`src/can_frame_filter_rewrite_gateway_macros.svh`:
```
// ----------------------------------------------------------------------------
// CAN gateway assertion macros
// Shared concurrent assertion shorthands, clocked on clk_i, off in reset.
// ----------------------------------------------------------------------------
`ifndef CAN_FRAME_FILTER_REWRITE_GATEWAY_MACROS_SVH
`define CAN_FRAME_FILTER_REWRITE_GATEWAY_MACROS_SVH

// Condition holds at every clock edge outside reset.
`define CFRG_ASSERT(label, expr, msg) \
  label: assert property (@(posedge clk_i) disable iff (!rst_ni) (expr)) else $error(msg);

// Antecedent in one cycle implies the consequent in the next.
`define CFRG_ASSERT_NEXT(label, ante, cons, msg) \
  label: assert property (@(posedge clk_i) disable iff (!rst_ni) (ante) |=> (cons)) \
    else $error(msg);

`endif

```
`src/cfrg_pkg.sv`:
```
// ----------------------------------------------------------------------------
// CAN gateway package
// Item codes, field widths, defaults and the controller/datapath interface.
// ----------------------------------------------------------------------------
package cfrg_pkg;

  // Item codes carried on the slave tuser
  typedef enum logic [1:0] {
    CMD_FRAME   = 2'd0,
    CMD_LOG_ADD = 2'd1,
    CMD_RW_ADD  = 2'd2,
    CMD_CLEAR   = 2'd3
  } cmd_e;

  // Result kinds carried on the master tuser
  localparam logic KIND_LOG = 1'b0;
  localparam logic KIND_FWD = 1'b1;

  localparam logic [7:0] PORT_LOCAL = 8'd1;

  localparam int LOG_SLOTS_DEF     = 3;
  localparam int REWRITE_SLOTS_DEF = 3;
  localparam int TX_FIRST_DEF      = 24;
  localparam int TX_LAST_DEF       = 32;

  localparam int CMD_W   = 2;
  localparam int PORT_W  = 8;
  localparam int MID_W   = 29;
  localparam int KEY_W   = 16;
  localparam int PAY_W   = 64;
  localparam int SLOT_W  = 2;
  localparam int TXO_W   = 6;

  localparam int S_TDATA_W = 200;
  localparam int M_TDATA_W = 104;

  typedef struct packed {
    logic frame_load;
    logic setup_apply;
    logic log_step;
    logic log_end;
    logic rw_step;
    logic fwd_emit;
  } dp_cmd_t;

  typedef struct packed {
    logic log_done;
    logic rw_done;
    logic out_free;
  } dp_stat_t;

endpackage

```
`src/can_frame_filter_rewrite_gateway.sv`:
```
// ----------------------------------------------------------------------------
// CAN frame filter and rewrite gateway
// Identifier/mask log filter and payload rewrite for one CAN port.
// ----------------------------------------------------------------------------
// Usage:
//   The slave stream carries one item per transfer; tuser holds the item code
//   (frame, add log entry, add rewrite entry, clear both tables). Set-up items
//   for port 1 append to a table while it has a free slot; other ports and
//   full tables drop the item. Set-up and clear items give no output.
//   A frame gives one log notice per matching log entry, in slot order, then
//   one forward (tlast high) carrying the merged payload and the transmit
//   object, which steps from TX_FIRST to TX_LAST and wraps.
// Timing:
//   The controller stays idle through a set-up item, so the next item can
//   follow it directly. For a frame, one slot per cycle is scanned for each
//   table over its stored entries, the log scan only while the output
//   register is free; the input is held off until the forward is emitted.
//   Results leave through one output register; the next item is taken
//   while the forward still waits.
// Reset and stall:
//   Reset empties both tables, sets the transmit object to TX_FIRST and drops
//   any pending result. A stalled master side holds the log scan and the
//   forward until the output register frees; no result is lost.
// ----------------------------------------------------------------------------
module can_frame_filter_rewrite_gateway #(
  parameter int LOG_SLOTS     = cfrg_pkg::LOG_SLOTS_DEF,
  parameter int REWRITE_SLOTS = cfrg_pkg::REWRITE_SLOTS_DEF,
  parameter int TX_FIRST      = cfrg_pkg::TX_FIRST_DEF,
  parameter int TX_LAST       = cfrg_pkg::TX_LAST_DEF
) (
  input  logic                           clk_i,
  input  logic                           rst_ni,
  input  logic                           s_axis_tvalid_i,
  output logic                           s_axis_tready_o,
  // tdata: target_port[7:0], msg_id[36:8], key_id[52:37], key_mask[68:53],
  //        payload[132:69], payload_mask[196:133], zero[199:197]
  input  logic [cfrg_pkg::S_TDATA_W-1:0] s_axis_tdata_i,
  // tuser: cmd[1:0]
  input  logic [cfrg_pkg::CMD_W-1:0]     s_axis_tuser_i,
  output logic                           m_axis_tvalid_o,
  input  logic                           m_axis_tready_i,
  // tdata: log_slot[1:0], frame_id[30:2], frame_data[94:31], tx_object[100:95],
  //        zero[103:101]
  output logic [cfrg_pkg::M_TDATA_W-1:0] m_axis_tdata_o,
  // tuser: kind[0]
  output logic                           m_axis_tuser_o,
  output logic                           m_axis_tlast_o
);
  import cfrg_pkg::*;

  cmd_e      cmd;
  dp_cmd_t   ctl;
  dp_stat_t  stat;

  logic [SLOT_W-1:0] log_slot;
  logic [MID_W-1:0]  frame_id;
  logic [PAY_W-1:0]  frame_data;
  logic [TXO_W-1:0]  tx_object;

  assign cmd = cmd_e'(s_axis_tuser_i);

  cfrg_ctrl u_ctrl (
    .clk_i     (clk_i),
    .rst_ni    (rst_ni),
    .s_valid_i (s_axis_tvalid_i),
    .cmd_i     (cmd),
    .s_ready_o (s_axis_tready_o),
    .stat_i    (stat),
    .ctl_o     (ctl)
  );

  cfrg_datapath #(
    .LOG_SLOTS     (LOG_SLOTS),
    .REWRITE_SLOTS (REWRITE_SLOTS),
    .TX_FIRST      (TX_FIRST),
    .TX_LAST       (TX_LAST)
  ) u_datapath (
    .clk_i          (clk_i),
    .rst_ni         (rst_ni),
    .cmd_i          (cmd),
    .port_i         (s_axis_tdata_i[7:0]),
    .msg_id_i       (s_axis_tdata_i[36:8]),
    .key_id_i       (s_axis_tdata_i[52:37]),
    .key_mask_i     (s_axis_tdata_i[68:53]),
    .payload_i      (s_axis_tdata_i[132:69]),
    .payload_mask_i (s_axis_tdata_i[196:133]),
    .ctl_i          (ctl),
    .stat_o         (stat),
    .m_valid_o      (m_axis_tvalid_o),
    .m_ready_i      (m_axis_tready_i),
    .kind_o         (m_axis_tuser_o),
    .log_slot_o     (log_slot),
    .frame_id_o     (frame_id),
    .frame_data_o   (frame_data),
    .tx_object_o    (tx_object),
    .last_o         (m_axis_tlast_o)
  );

  // Pack the result, first field lowest, zero fill to whole bytes
  assign m_axis_tdata_o = {3'b000, tx_object, frame_data, frame_id, log_slot};

endmodule

```
`src/cfrg_ctrl.sv`:
```
// ----------------------------------------------------------------------------
// CAN gateway controller
// Sequences acceptance, log scan, rewrite scan and forward of each frame.
// ----------------------------------------------------------------------------
module cfrg_ctrl (
  input  logic               clk_i,
  input  logic               rst_ni,
  input  logic               s_valid_i,
  input  cfrg_pkg::cmd_e     cmd_i,
  output logic               s_ready_o,
  input  cfrg_pkg::dp_stat_t stat_i,
  output cfrg_pkg::dp_cmd_t  ctl_o
);
  import cfrg_pkg::*;

  typedef enum logic [1:0] {
    ST_IDLE,
    ST_LOG,
    ST_RW,
    ST_FWD
  } state_e;

  state_e state_q, state_d;
  logic   ready_q;
  logic   accept;

  assign accept    = s_valid_i & ready_q;
  assign s_ready_o = ready_q;

  always_comb begin
    ctl_o   = '0;
    state_d = state_q;
    case (state_q)
      ST_IDLE: begin
        if (accept) begin
          if (cmd_i == CMD_FRAME) begin
            ctl_o.frame_load = 1'b1;
            state_d          = ST_LOG;
          end else begin
            ctl_o.setup_apply = 1'b1;
          end
        end
      end
      ST_LOG: begin
        if (stat_i.log_done) begin
          ctl_o.log_end = 1'b1;
          state_d       = ST_RW;
        end else if (stat_i.out_free) begin
          ctl_o.log_step = 1'b1;
        end
      end
      ST_RW: begin
        if (stat_i.rw_done) begin
          state_d = ST_FWD;
        end else begin
          ctl_o.rw_step = 1'b1;
        end
      end
      ST_FWD: begin
        if (stat_i.out_free) begin
          ctl_o.fwd_emit = 1'b1;
          state_d        = ST_IDLE;
        end
      end
      default: begin
        state_d = ST_IDLE;
      end
    endcase
  end

  always_ff @(posedge clk_i or negedge rst_ni) begin
    if (!rst_ni) begin
      state_q <= ST_IDLE;
      ready_q <= 1'b1;
    end else begin
      state_q <= state_d;
      ready_q <= (state_d == ST_IDLE);
    end
  end

endmodule

```
`src/cfrg_datapath.sv`:
```
// ----------------------------------------------------------------------------
// CAN gateway datapath
// Entry tables, frame registers, slot scan, merge and the result register.
// ----------------------------------------------------------------------------
`include "can_frame_filter_rewrite_gateway_macros.svh"

module cfrg_datapath #(
  parameter int LOG_SLOTS     = cfrg_pkg::LOG_SLOTS_DEF,
  parameter int REWRITE_SLOTS = cfrg_pkg::REWRITE_SLOTS_DEF,
  parameter int TX_FIRST      = cfrg_pkg::TX_FIRST_DEF,
  parameter int TX_LAST       = cfrg_pkg::TX_LAST_DEF
) (
  input  logic                         clk_i,
  input  logic                         rst_ni,
  input  cfrg_pkg::cmd_e               cmd_i,
  input  logic [cfrg_pkg::PORT_W-1:0]  port_i,
  input  logic [cfrg_pkg::MID_W-1:0]   msg_id_i,
  input  logic [cfrg_pkg::KEY_W-1:0]   key_id_i,
  input  logic [cfrg_pkg::KEY_W-1:0]   key_mask_i,
  input  logic [cfrg_pkg::PAY_W-1:0]   payload_i,
  input  logic [cfrg_pkg::PAY_W-1:0]   payload_mask_i,
  input  cfrg_pkg::dp_cmd_t            ctl_i,
  output cfrg_pkg::dp_stat_t           stat_o,
  output logic                         m_valid_o,
  input  logic                         m_ready_i,
  output logic                         kind_o,
  output logic [cfrg_pkg::SLOT_W-1:0]  log_slot_o,
  output logic [cfrg_pkg::MID_W-1:0]   frame_id_o,
  output logic [cfrg_pkg::PAY_W-1:0]   frame_data_o,
  output logic [cfrg_pkg::TXO_W-1:0]   tx_object_o,
  output logic                         last_o
);
  import cfrg_pkg::*;

  localparam int MaxSlots = (LOG_SLOTS > REWRITE_SLOTS) ? LOG_SLOTS : REWRITE_SLOTS;
  localparam int CNT_W    = $clog2(MaxSlots + 1);
  localparam int LIDX_W   = (LOG_SLOTS > 1) ? $clog2(LOG_SLOTS) : 1;
  localparam int RIDX_W   = (REWRITE_SLOTS > 1) ? $clog2(REWRITE_SLOTS) : 1;
  localparam int TxMax    = (TX_FIRST > TX_LAST) ? TX_FIRST : TX_LAST;

  localparam logic [CNT_W-1:0] LogFull = CNT_W'(LOG_SLOTS);
  localparam logic [CNT_W-1:0] RwFull  = CNT_W'(REWRITE_SLOTS);
  localparam logic [TXO_W-1:0] TxFirst = TXO_W'(TX_FIRST);
  localparam logic [TXO_W-1:0] TxLast  = TXO_W'(TX_LAST);

  // Entry tables, read at the scan index only
  logic [KEY_W-1:0] log_id_q    [LOG_SLOTS];
  logic [KEY_W-1:0] log_mask_q  [LOG_SLOTS];
  logic [KEY_W-1:0] rw_id_q     [REWRITE_SLOTS];
  logic [KEY_W-1:0] rw_mask_q   [REWRITE_SLOTS];
  logic [PAY_W-1:0] rw_bytes_q  [REWRITE_SLOTS];
  logic [PAY_W-1:0] rw_bmask_q  [REWRITE_SLOTS];

  logic [CNT_W-1:0] log_cnt_q, rw_cnt_q, idx_q;
  logic [TXO_W-1:0] tx_q, tx_inc;

  logic [MID_W-1:0] mid_q;
  logic [PAY_W-1:0] orig_q, data_q;

  logic             m_valid_q;
  logic             kind_q, last_q;
  logic [SLOT_W-1:0] slot_q;
  logic [MID_W-1:0] fid_q;
  logic [PAY_W-1:0] fdata_q;
  logic [TXO_W-1:0] txo_q;

  logic [LIDX_W-1:0] lidx;
  logic [RIDX_W-1:0] ridx;
  logic              log_hit, rw_hit, log_add, rw_add, notice_load;

  assign lidx = idx_q[LIDX_W-1:0];
  assign ridx = idx_q[RIDX_W-1:0];

  // Only the low identifier bits are compared, masks being 16 bits wide
  assign log_hit = ((mid_q[KEY_W-1:0] ^ log_id_q[lidx]) & log_mask_q[lidx]) == '0;
  assign rw_hit  = ((mid_q[KEY_W-1:0] ^ rw_id_q[ridx]) & rw_mask_q[ridx]) == '0;

  assign log_add = ctl_i.setup_apply && (cmd_i == CMD_LOG_ADD) &&
                   (port_i == PORT_LOCAL) && (log_cnt_q < LogFull);
  assign rw_add  = ctl_i.setup_apply && (cmd_i == CMD_RW_ADD) &&
                   (port_i == PORT_LOCAL) && (rw_cnt_q < RwFull);

  assign notice_load = ctl_i.log_step && log_hit;

  assign tx_inc = tx_q + TXO_W'(1);

  assign stat_o.log_done = (idx_q >= log_cnt_q);
  assign stat_o.rw_done  = (idx_q >= rw_cnt_q);
  assign stat_o.out_free = !m_valid_q || m_ready_i;

  // Control state
  always_ff @(posedge clk_i or negedge rst_ni) begin
    if (!rst_ni) begin
      log_cnt_q <= '0;
      rw_cnt_q  <= '0;
      idx_q     <= '0;
      tx_q      <= TxFirst;
      m_valid_q <= 1'b0;
    end else begin
      if (ctl_i.setup_apply && (cmd_i == CMD_CLEAR)) begin
        log_cnt_q <= '0;
        rw_cnt_q  <= '0;
      end
      if (log_add) begin
        log_cnt_q <= log_cnt_q + CNT_W'(1);
      end
      if (rw_add) begin
        rw_cnt_q <= rw_cnt_q + CNT_W'(1);
      end
      if (ctl_i.frame_load || ctl_i.log_end) begin
        idx_q <= '0;
      end else if (ctl_i.log_step || ctl_i.rw_step) begin
        idx_q <= idx_q + CNT_W'(1);
      end
      if (ctl_i.fwd_emit) begin
        tx_q <= (tx_inc > TxLast) ? TxFirst : tx_inc;
      end
      if (notice_load || ctl_i.fwd_emit) begin
        m_valid_q <= 1'b1;
      end else if (m_ready_i) begin
        m_valid_q <= 1'b0;
      end
    end
  end

  // Tables, frame and result payload
  always_ff @(posedge clk_i) begin
    if (log_add) begin
      log_id_q[log_cnt_q[LIDX_W-1:0]]   <= key_id_i;
      log_mask_q[log_cnt_q[LIDX_W-1:0]] <= key_mask_i;
    end
    if (rw_add) begin
      rw_id_q[rw_cnt_q[RIDX_W-1:0]]    <= key_id_i;
      rw_mask_q[rw_cnt_q[RIDX_W-1:0]]  <= key_mask_i;
      rw_bytes_q[rw_cnt_q[RIDX_W-1:0]] <= payload_i;
      rw_bmask_q[rw_cnt_q[RIDX_W-1:0]] <= payload_mask_i;
    end
    if (ctl_i.frame_load) begin
      mid_q  <= msg_id_i;
      orig_q <= payload_i;
      data_q <= payload_i;
    end else if (ctl_i.rw_step && rw_hit) begin
      data_q <= (data_q & ~rw_bmask_q[ridx]) | (rw_bytes_q[ridx] & rw_bmask_q[ridx]);
    end
    if (notice_load) begin
      kind_q  <= KIND_LOG;
      slot_q  <= SLOT_W'(idx_q);
      fid_q   <= MID_W'(log_id_q[lidx]);
      fdata_q <= orig_q;
      txo_q   <= '0;
      last_q  <= 1'b0;
    end else if (ctl_i.fwd_emit) begin
      kind_q  <= KIND_FWD;
      slot_q  <= '0;
      fid_q   <= mid_q;
      fdata_q <= data_q;
      txo_q   <= tx_q;
      last_q  <= 1'b1;
    end
  end

  assign m_valid_o    = m_valid_q;
  assign kind_o       = kind_q;
  assign log_slot_o   = slot_q;
  assign frame_id_o   = fid_q;
  assign frame_data_o = fdata_q;
  assign tx_object_o  = txo_q;
  assign last_o       = last_q;

  `CFRG_ASSERT(a_log_cnt_bound, log_cnt_q <= LogFull, "log count above slot count")
  `CFRG_ASSERT(a_rw_cnt_bound, rw_cnt_q <= RwFull, "rewrite count above slot count")
  `CFRG_ASSERT(a_tx_bound, tx_q <= TXO_W'(TxMax), "transmit object out of range")
  `CFRG_ASSERT_NEXT(a_notice_out, notice_load, m_valid_q && (kind_q == KIND_LOG) && !last_q, "log notice not presented")
  `CFRG_ASSERT_NEXT(a_fwd_out, ctl_i.fwd_emit, m_valid_q && (kind_q == KIND_FWD) && last_q, "forward not presented")

endmodule

```
`config.mk`:
```
export PLATFORM = sky130hd
export DESIGN_NAME = can_frame_filter_rewrite_gateway
export DESIGN_NICKNAME = d
export VERILOG_FILES = /design/src/cfrg_pkg.sv /design/src/can_frame_filter_rewrite_gateway.sv /design/src/cfrg_ctrl.sv /design/src/cfrg_datapath.sv
export VERILOG_INCLUDE_DIRS = /design/src /design/src/src
export SDC_FILE = /design/constraint.sdc
export NUM_CORES = 1
export LEC_CHECK = 0
export BUFFER_PORTS_ARGS = -buffer_cell sky130_fd_sc_hd__clkbuf_2
export CAP_MARGIN = 25
export CORE_MARGIN = 2
export CORE_UTILIZATION = 30
export CTS_BUF_LIST = sky130_fd_sc_hd__clkbuf_8
export CTS_CLUSTER_SIZE = 24
export DETAILED_ROUTE_END_ITERATION = 16
export GPL_TIMING_DRIVEN = 0
export PLACE_DENSITY = 0.56
export SYNTH_ARGS = -nofsm -noshare
export SYNTH_HDL_FRONTEND = slang
export SYNTH_SLANG_ARGS = --single-unit
```
`constraint.sdc`:
```
create_clock -name clk_i -period 6 [get_ports clk_i]
set_clock_uncertainty 0.1 [all_clocks]
set_input_delay 0.9 -clock clk_i [delete_from_list [all_inputs] [get_ports clk_i]]
set_output_delay 0.9 -clock clk_i [all_outputs]
set_load 0.1 [all_outputs]
```
Word-level counts from Yosys, hierarchy flattened
Memory sizes are Yosys's and may differ from the RTL's.
Cells that the tools add are included.
- order comparisons: 5
- equality and inequality tests: 7
- reduce and logical (&&, ||, !) cells: 25
- bitwise gates (word level): 9
- muxes and demuxes: 37
- add/subtract/negate cells: 4
- operators by type and width (cell ; number):
    2-to-1 mux 64 bit ; 4
    AND 64 bit ; 2
    NOT 64 bit ; 1
    bitwise OR 64 bit ; 1
    AND 16 bit ; 2
    zero test 16 bit ; 2
    2-to-1 mux 16 bit ; 2
    XOR 16 bit ; 2
    2-to-1 mux 2 bit ; 15
    2-to-1 mux 1 bit ; 14
    nonzero test 2 bit ; 6
    logical AND 1 bit ; 9
    equality test 2 bit, second input constant ; 4
    equality test 8 x 1 -> 1 bit, second input constant ; 1
    case mux 2 bit (4 select lines) ; 1
    adder 2 x 1 -> 2 bit, second input constant ; 3
    adder 6 x 1 -> 6 bit, second input constant ; 1
    greater-than comparator 6 bit, second input constant ; 1
    zero test 2 bit ; 3
    2-to-1 mux 6 bit ; 1
    equality test 2 x 1 -> 1 bit, second input constant ; 2
    greater-or-equal comparator 2 bit ; 2
    logical OR 1 bit ; 4
    less-than comparator 2 bit, second input constant ; 2
    2 further kinds ; 2
- memories kept: 6
- bits in writable memories: 576
- logic and storage cells: 109
- bits in registers: 275
- input bits: 206
- output and inout bits: 108
- memory list (name ; words ; width ; read ports ; clocked after memory_dff ; write ports ; line ; RTL):
    u_datapath.rw_bmask_q ; 3 ; 64 ; 1 ; 0 ; 1 ; cfrg_datapath.sv:52 ; logic [PAY_W-1:0] rw_bmask_q [REWRITE_SLOTS];
    u_datapath.rw_bytes_q ; 3 ; 64 ; 1 ; 0 ; 1 ; cfrg_datapath.sv:51 ; logic [PAY_W-1:0] rw_bytes_q [REWRITE_SLOTS];
    u_datapath.log_id_q ; 3 ; 16 ; 1 ; 0 ; 1 ; cfrg_datapath.sv:47 ; logic [KEY_W-1:0] log_id_q [LOG_SLOTS];
    u_datapath.log_mask_q ; 3 ; 16 ; 1 ; 0 ; 1 ; cfrg_datapath.sv:48 ; logic [KEY_W-1:0] log_mask_q [LOG_SLOTS];
    u_datapath.rw_id_q ; 3 ; 16 ; 1 ; 0 ; 1 ; cfrg_datapath.sv:49 ; logic [KEY_W-1:0] rw_id_q [REWRITE_SLOTS];
    u_datapath.rw_mask_q ; 3 ; 16 ; 1 ; 0 ; 1 ; cfrg_datapath.sv:50 ; logic [KEY_W-1:0] rw_mask_q [REWRITE_SLOTS];

Depth between registers and ports, before layout
- word-level depth: 9
- gate-level depth with buffers: 15
- depth with buffers taken out: 9

Cells and area by module
From an unflattened synthesis, not the netlist that was laid out.
- cells, all modules: 1985
- area, all modules: 33114.3 µm²
- modules (own cells, without submodules) (module ; sequential area each (µm²) ; area each (µm²) ; times used ; cells each):
    cfrg_datapath ; 25201.7 ; 32865.3 ; 1 ; 1958
    cfrg_ctrl ; 76.3 ; 222.7 ; 1 ; 23
    can_frame_filter_rewrite_gateway ; 0.0 ; 26.3 ; 1 ; 4

Worst setup path before layout
No wires, ideal clock.
- path kind: input to register
- from: input port s_axis_tdata_i[1] in the netlist's numbering
- to: memory u_datapath.rw_bmask_q[1][0] (enable)
- buffers on the path: 0
- required time: 5361 ps
- cell stages on the path: 4
- arrival: 5597 ps
- setup time: 539 ps
- slack: -236 ps
- cell sequence: nor4b_1 > nand2_1 > nor4b_1 > and2_1
- longest elaborated chain between the ends: 5
- ends and longest elaborated chain (element ; line ; RTL):
    start, declared ; can_frame_filter_rewrite_gateway.sv:37 ; input logic [cfrg_pkg::S_TDATA_W-1:0] s_axis_tdata_i,
    equality test 8 x 1 -> 1 bit ; cfrg_datapath.sv:81 ; (port_i == PORT_LOCAL) && (rw_cnt_q < RwFull);
    logical AND 1 bit ; cfrg_datapath.sv:80 ; assign rw_add = ctl_i.setup_apply && (cmd_i == CMD_RW_ADD) &&
    logical AND 1 bit ; cfrg_datapath.sv:81 ;
    2-to-1 mux 1 bit ; cfrg_datapath.sv:132 ; if (rw_add) begin
    2-to-1 mux 1 bit (implied by the code) ; cfrg_datapath.sv:136 ; rw_bmask_q[rw_cnt_q[RIDX_W-1:0]] <= payload_mask_i;
    end, declared ; cfrg_datapath.sv:52 ;
Every way passes these cells.

Final worst setup path
- from: register u_datapath.idx_q[0]
- to: register u_datapath.fdata_q[11] (netlist: u_datapath.frame_data_o[11]) (enable)
- longest elaborated chain between the ends: 6
- elaborated cells on any way between the ends: 10
- classes of those cells: 1 x order compare; 2 x mux; 2 x bitwise; 3 x reduce/logical; 2 x memory
- ends and longest elaborated chain (element ; line ; RTL):
    start, declared ; cfrg_datapath.sv:54 ; logic [CNT_W-1:0] log_cnt_q, rw_cnt_q, idx_q;
    start signal, assigned ; cfrg_datapath.sv:113 ; idx_q <= idx_q + CNT_W'(1);
    memory read (3 x 16 bit) ; -- ;
    XOR 16 bit ; cfrg_datapath.sv:75 ; assign log_hit = ((mid_q[KEY_W-1:0] ^ log_id_q[lidx]) & log_mask_q[lidx]) == '0;
    AND 16 bit ; cfrg_datapath.sv:75 ;
    zero test 16 bit ; cfrg_datapath.sv:75 ;
    logical AND 1 bit (*) ; cfrg_datapath.sv:83 ; assign notice_load = ctl_i.log_step && log_hit;
    nonzero test 2 bit (no source line) (*) ; -- ;
    end signal, assigned ; cfrg_datapath.sv:149 ; fdata_q <= orig_q;
    end signal, assigned ; cfrg_datapath.sv:156 ; fdata_q <= data_q;
    end, declared ; cfrg_datapath.sv:64 ; logic [PAY_W-1:0] fdata_q;
Mark *: on every way between the ends. The rest lies on a longest branch, timed or not.
A chain may end at the register's enable or synchronous reset.

==> results.cfg <==
[global_routing]
grt_use_total = 0.166
grt_pass1_vias = 19700
overflow = 0
grt_start_max_net_pins = 46
antenna_found_initial = 19
grt_pass1_wl_mm = 133

[yosys]
synthFlopType = edfxtp_1
yosys_warnings = 0
yosys-top-cells-area = edfxtp_1 (75%), mux2i_1 (5.1%), a21oi_1 (2.6%)
synth_xor_area_frac = 0.0174
synthSimpleGateAreaFrac = 0.0417
yosys.area.top_type_share = 0.750
async_flop_share = 0.0188
synth_cells = 2002
synth_cell_types = 49
synth-compound-area-share = 0.0635
synth_mux_area_frac = 0.0785
synth_area_mm2 = 0.0326
yosysSeqAreaShare = 0.774
synth-seq-cells = 851
synthAdderAreaFrac = 0.00498
yosysTopAreaCell = edfxtp_1
synth_top_family_by_area = multiplexers
synth_edf_count = 815
avgSynthCellArea_um2 = 16.3

[power]
power_frac_seq = 0.487
powerDensity_mw_per_mm2 = 366
p_int_mw = 9.75
pwr-share-comb = 0.165
swShare = 0.321
pwr-share-clk = 0.348
p_leak_nw = 13.3
power_switching_mw = 4.62
power_mw = 14.4
peakVddDrop_mv = 0.275

[worst_setup_path]
critPathRequiredTime_ps = 6370
path_cells = buf_2 > buf_4 > buf_4 > inv_1 > ha_1 > nand2b_1 > a21o_1 > nor3_1 > o21ai_0 > or3_1 > nor3_2 > buf_6 > buf_8 > nand2b_4 > buf_16
crit_top_cell = buf_4
reg2reg_depth = 15
reg2reg_slack_ps = 450
timing.rr.start = u_datapath.idx_q[0]
start_kind = register
reg2reg_to = u_datapath.frame_data_o[11]
path_delay_family = simple AND/OR/NAND/NOR gates
startpoint = u_datapath.idx_q[0]
crit_fanout = 42
crit_type = reg -> reg
crit_cells = 15
critPathArrivalTime_ps = 5920
endpoint_kind = register
cpPeakStageDelay_ps = 650
critPathSlowestCell = nand2b_4
crit_buf_inv = 7

[run_status]
outcome = finished clean

[routing]
num_vias = 19000
drt_pass1_iterations = 6
wl_per_cell_um = 23.3
drc_errors = 0
final_antenna_net_count = 0
drt-total-wl_mm = 93.6
drt_iter0_drc = 1596
via_per_inst = 4.74

[die]
dieArea_mm2 = 0.111
die_x_um = 334
rows = 121
die_h_um = 334
ios = 314
fp.coreArea_mm2 = 0.108
start_util = 0.301

[sta]
period_needed_ps = 5550
clock.fmax_mhz = 180
tightestPinTransition_ps = 1080
slew_headroom = 0.268
slew_violations = 0
rsz0062_at_grt = no
min_period_over_period = 0.925
finalSetupViolations = 0
setup_tns_ps = 0
hold_viol_final = 0

[job]
cap_violations = 0

[clocking]
cts.htree.levels = 4
cts.clk_slew.worst_paths_ps = 60
worstSkewPairLatency_ps = 840
cts.sinks = 851
cts_made_buffers = 148
cts_buffer_depth = 3
tritoncts = yes
clockRootBuffer = clkbuf_8

[placement]
gp_congestion = 0.811
dp_hpwl_mm = 61.5
numPortBuffers = 307

[final_layout]
fill_cells = 10300
drive_above_1_share = 0.225
fin_nets = 2702
area_delta_synth_final_pct = 20.2

[min_path]
min_from = s_axis_tdata_i[18]
worstHoldPathCells = 1
holdPathEnd = u_datapath.mid_q[10]
min_path_type = in -> reg
repair_timing:
action	4_1_cts	5_1_grt
hold endpoints to repair	13	0
hold buffers	1	0
buffers inserted	0	0
gates resized for setup	0	0
stage by stage:
stage               area (µm²)  setup WS [ps]  hold slack [ps]  std cells  utilization
floorplan                32700            711              371       2004            -
global placement         36000          -3020              346       3725        0.332
detailed placement       36500            323              355       3745        0.336
CTS                      39200            318             40.6       4006        0.362
global route             39200            220             77.6       4009        0.362
finish                   39300            452              141       4014        0.362
how the worst max path moves through the flow:
stage	end	slack [ps]
3_3_place_gp	u_datapath.frame_data_o[12]	-3020
6_report	u_datapath.frame_data_o[11]	450
2_1_floorplan	u_datapath.frame_data_o[0]	710
4_1_cts	u_datapath.frame_data_o[3]	320
3_5_place_dp	u_datapath.frame_data_o[12]	320
5_1_grt	u_datapath.frame_data_o[11]	220
layout make-up:
class,instances,area [µm²],area share
Sequential cell,851,25300,0.644
Multi-Input combinational cell,1022,6760,0.172
Clock buffer,152,2090,0.0533
Timing Repair Buffer,329,2050,0.0522
Tap cell,1414,1770,0.0451
Clock inverter,108,652,0.0166
Buffer,121,599,0.0153
Inverter,10,37.5,0.000956
Antenna cell,7,17.5,0.000446
sequential cells by signal, summed over array words and instances (netlist names), 6 cells and up, named ones only:
| signal | flops |
|---|---|
| u_datapath.frame_id_o | 29 |
| u_datapath.rw_bmask_q | 192 |
| u_datapath.rw_id_q | 48 |
| u_datapath.rw_mask_q | 48 |
| u_datapath.rw_bytes_q | 192 |
| u_datapath.orig_q | 64 |
| u_datapath.log_mask_q | 48 |
| u_datapath.tx_object_o | 6 |
| u_datapath.tx_q | 6 |
| u_datapath.frame_data_o | 64 |
| u_datapath.mid_q | 29 |
| u_datapath.log_id_q | 48 |
power by group through the flow:
stage / combinational, mW / clock, mW / sequential [mW]
6_report: 2.37 / 4.99 / 7.00
5_1_grt: 2.47 / 5.41 / 7.02
3_5_place_dp: 2.39 / 0 / 7.12
3_3_place_gp: 2.32 / 0 / 7.16
4_1_cts: 2.39 / 5.16 / 7.00
2_1_floorplan: 0.349 / 0 / 8.56
worst reg2reg max path: stages, from the launching register on:
cell and delay, ps:
dfrtp_1 320, buf_2 160, buf_4 270, buf_4 310, inv_1 260, ha_1 350
nand2b_1 140, a21o_1 210, nor3_1 540, o21ai_0 200, or3_1 410, nor3_2 260
buf_6 290, buf_8 260, nand2b_4 660, buf_16 350
cells in the final DEF (no fill, tap or decap), types with 5 or more instances in the layout:
cell | netlist | final
edfxtp_1 | 815 | 815
clkbuf_2 | 0 | 307
a21oi_1 | 170 | 170
mux2i_1 | 165 | 165
nor2_1 | 155 | 155
clkbuf_8 | 0 | 152
nand2_1 | 138 | 138
o21ai_0 | 82 | 82
clkbuf_1 | 75 | 74
o31ai_1 | 64 | 64
mux2_1 | 57 | 57
inv_1 | 10 | 54
xor2_1 | 49 | 49
clkinv_1 | 0 | 32
mux2_2 | 24 | 24
dfxtp_1 | 20 | 20
buf_2 | 17 | 17
xnor2_1 | 16 | 16
buf_16 | 0 | 14
ha_1 | 13 | 13
dfrtp_1 | 13 | 13
buf_1 | 12 | 12
clkinv_2 | 0 | 12
a22oi_1 | 11 | 11
buf_8 | 6 | 9
buf_4 | 8 | 8
diode_2 | 0 | 7
nand3_1 | 7 | 7
o21ai_1 | 7 | 7
a22o_1 | 6 | 6
a221oi_1 | 6 | 6
o22ai_1 | 6 | 6
clkinvlp_4 | 0 | 6
nand4_1 | 5 | 5
bufinv_16 | 0 | 5
cell families (layout without fill, tap and decap cells):
| kind of cell | Yosys count | in the layout |
|---|---|---|
| buffers and inverters | 131 | 720 |
| AOI/OAI and AO/OA | 361 | 361 |
| xor gates and xnor gates | 65 | 65 |
| other | 1 | 10 |
| and+or+nand+nor | 334 | 334 |
| adders and majority gates | 13 | 13 |
| DFF | 851 | 851 |
| muxes | 246 | 246 |
Yosys cell counts (2+ instances only):
library cell / number
a211oi_1: 2
a21oi_1: 170
a221oi_1: 6
a22o_1: 6
a22oi_1: 11
a31oi_1: 2
and2_1: 7
and3_1: 2
buf_1: 12
buf_2: 17
buf_4: 8
buf_6: 3
buf_8: 6
clkbuf_1: 75
dfrtp_1: 13
dfstp_2: 3
dfxtp_1: 20
edfxtp_1: 815
ha_1: 13
inv_1: 10
mux2_1: 57
mux2_2: 24
mux2i_1: 165
nand2_1: 138
nand2b_1: 5
nand3_1: 7
nand4_1: 5
nor2_1: 155
nor3_1: 2
nor4_1: 4
nor4b_1: 2
o21ai_0: 82
o21ai_1: 7
o22ai_1: 6
o31ai_1: 64
or3_1: 2
xnor2_1: 16
xor2_1: 49
routing by layer:
metal  up-vias  global-route usage  routed length, µm
li1       8600                   -                  -
met1      9565               0.213              39400
met2       688               0.274              45300
met3       158              0.0452               6870
met4        26              0.0527               1880
met5         -                   0                158
No activity file was read; power rests on OpenSTA's default activity.
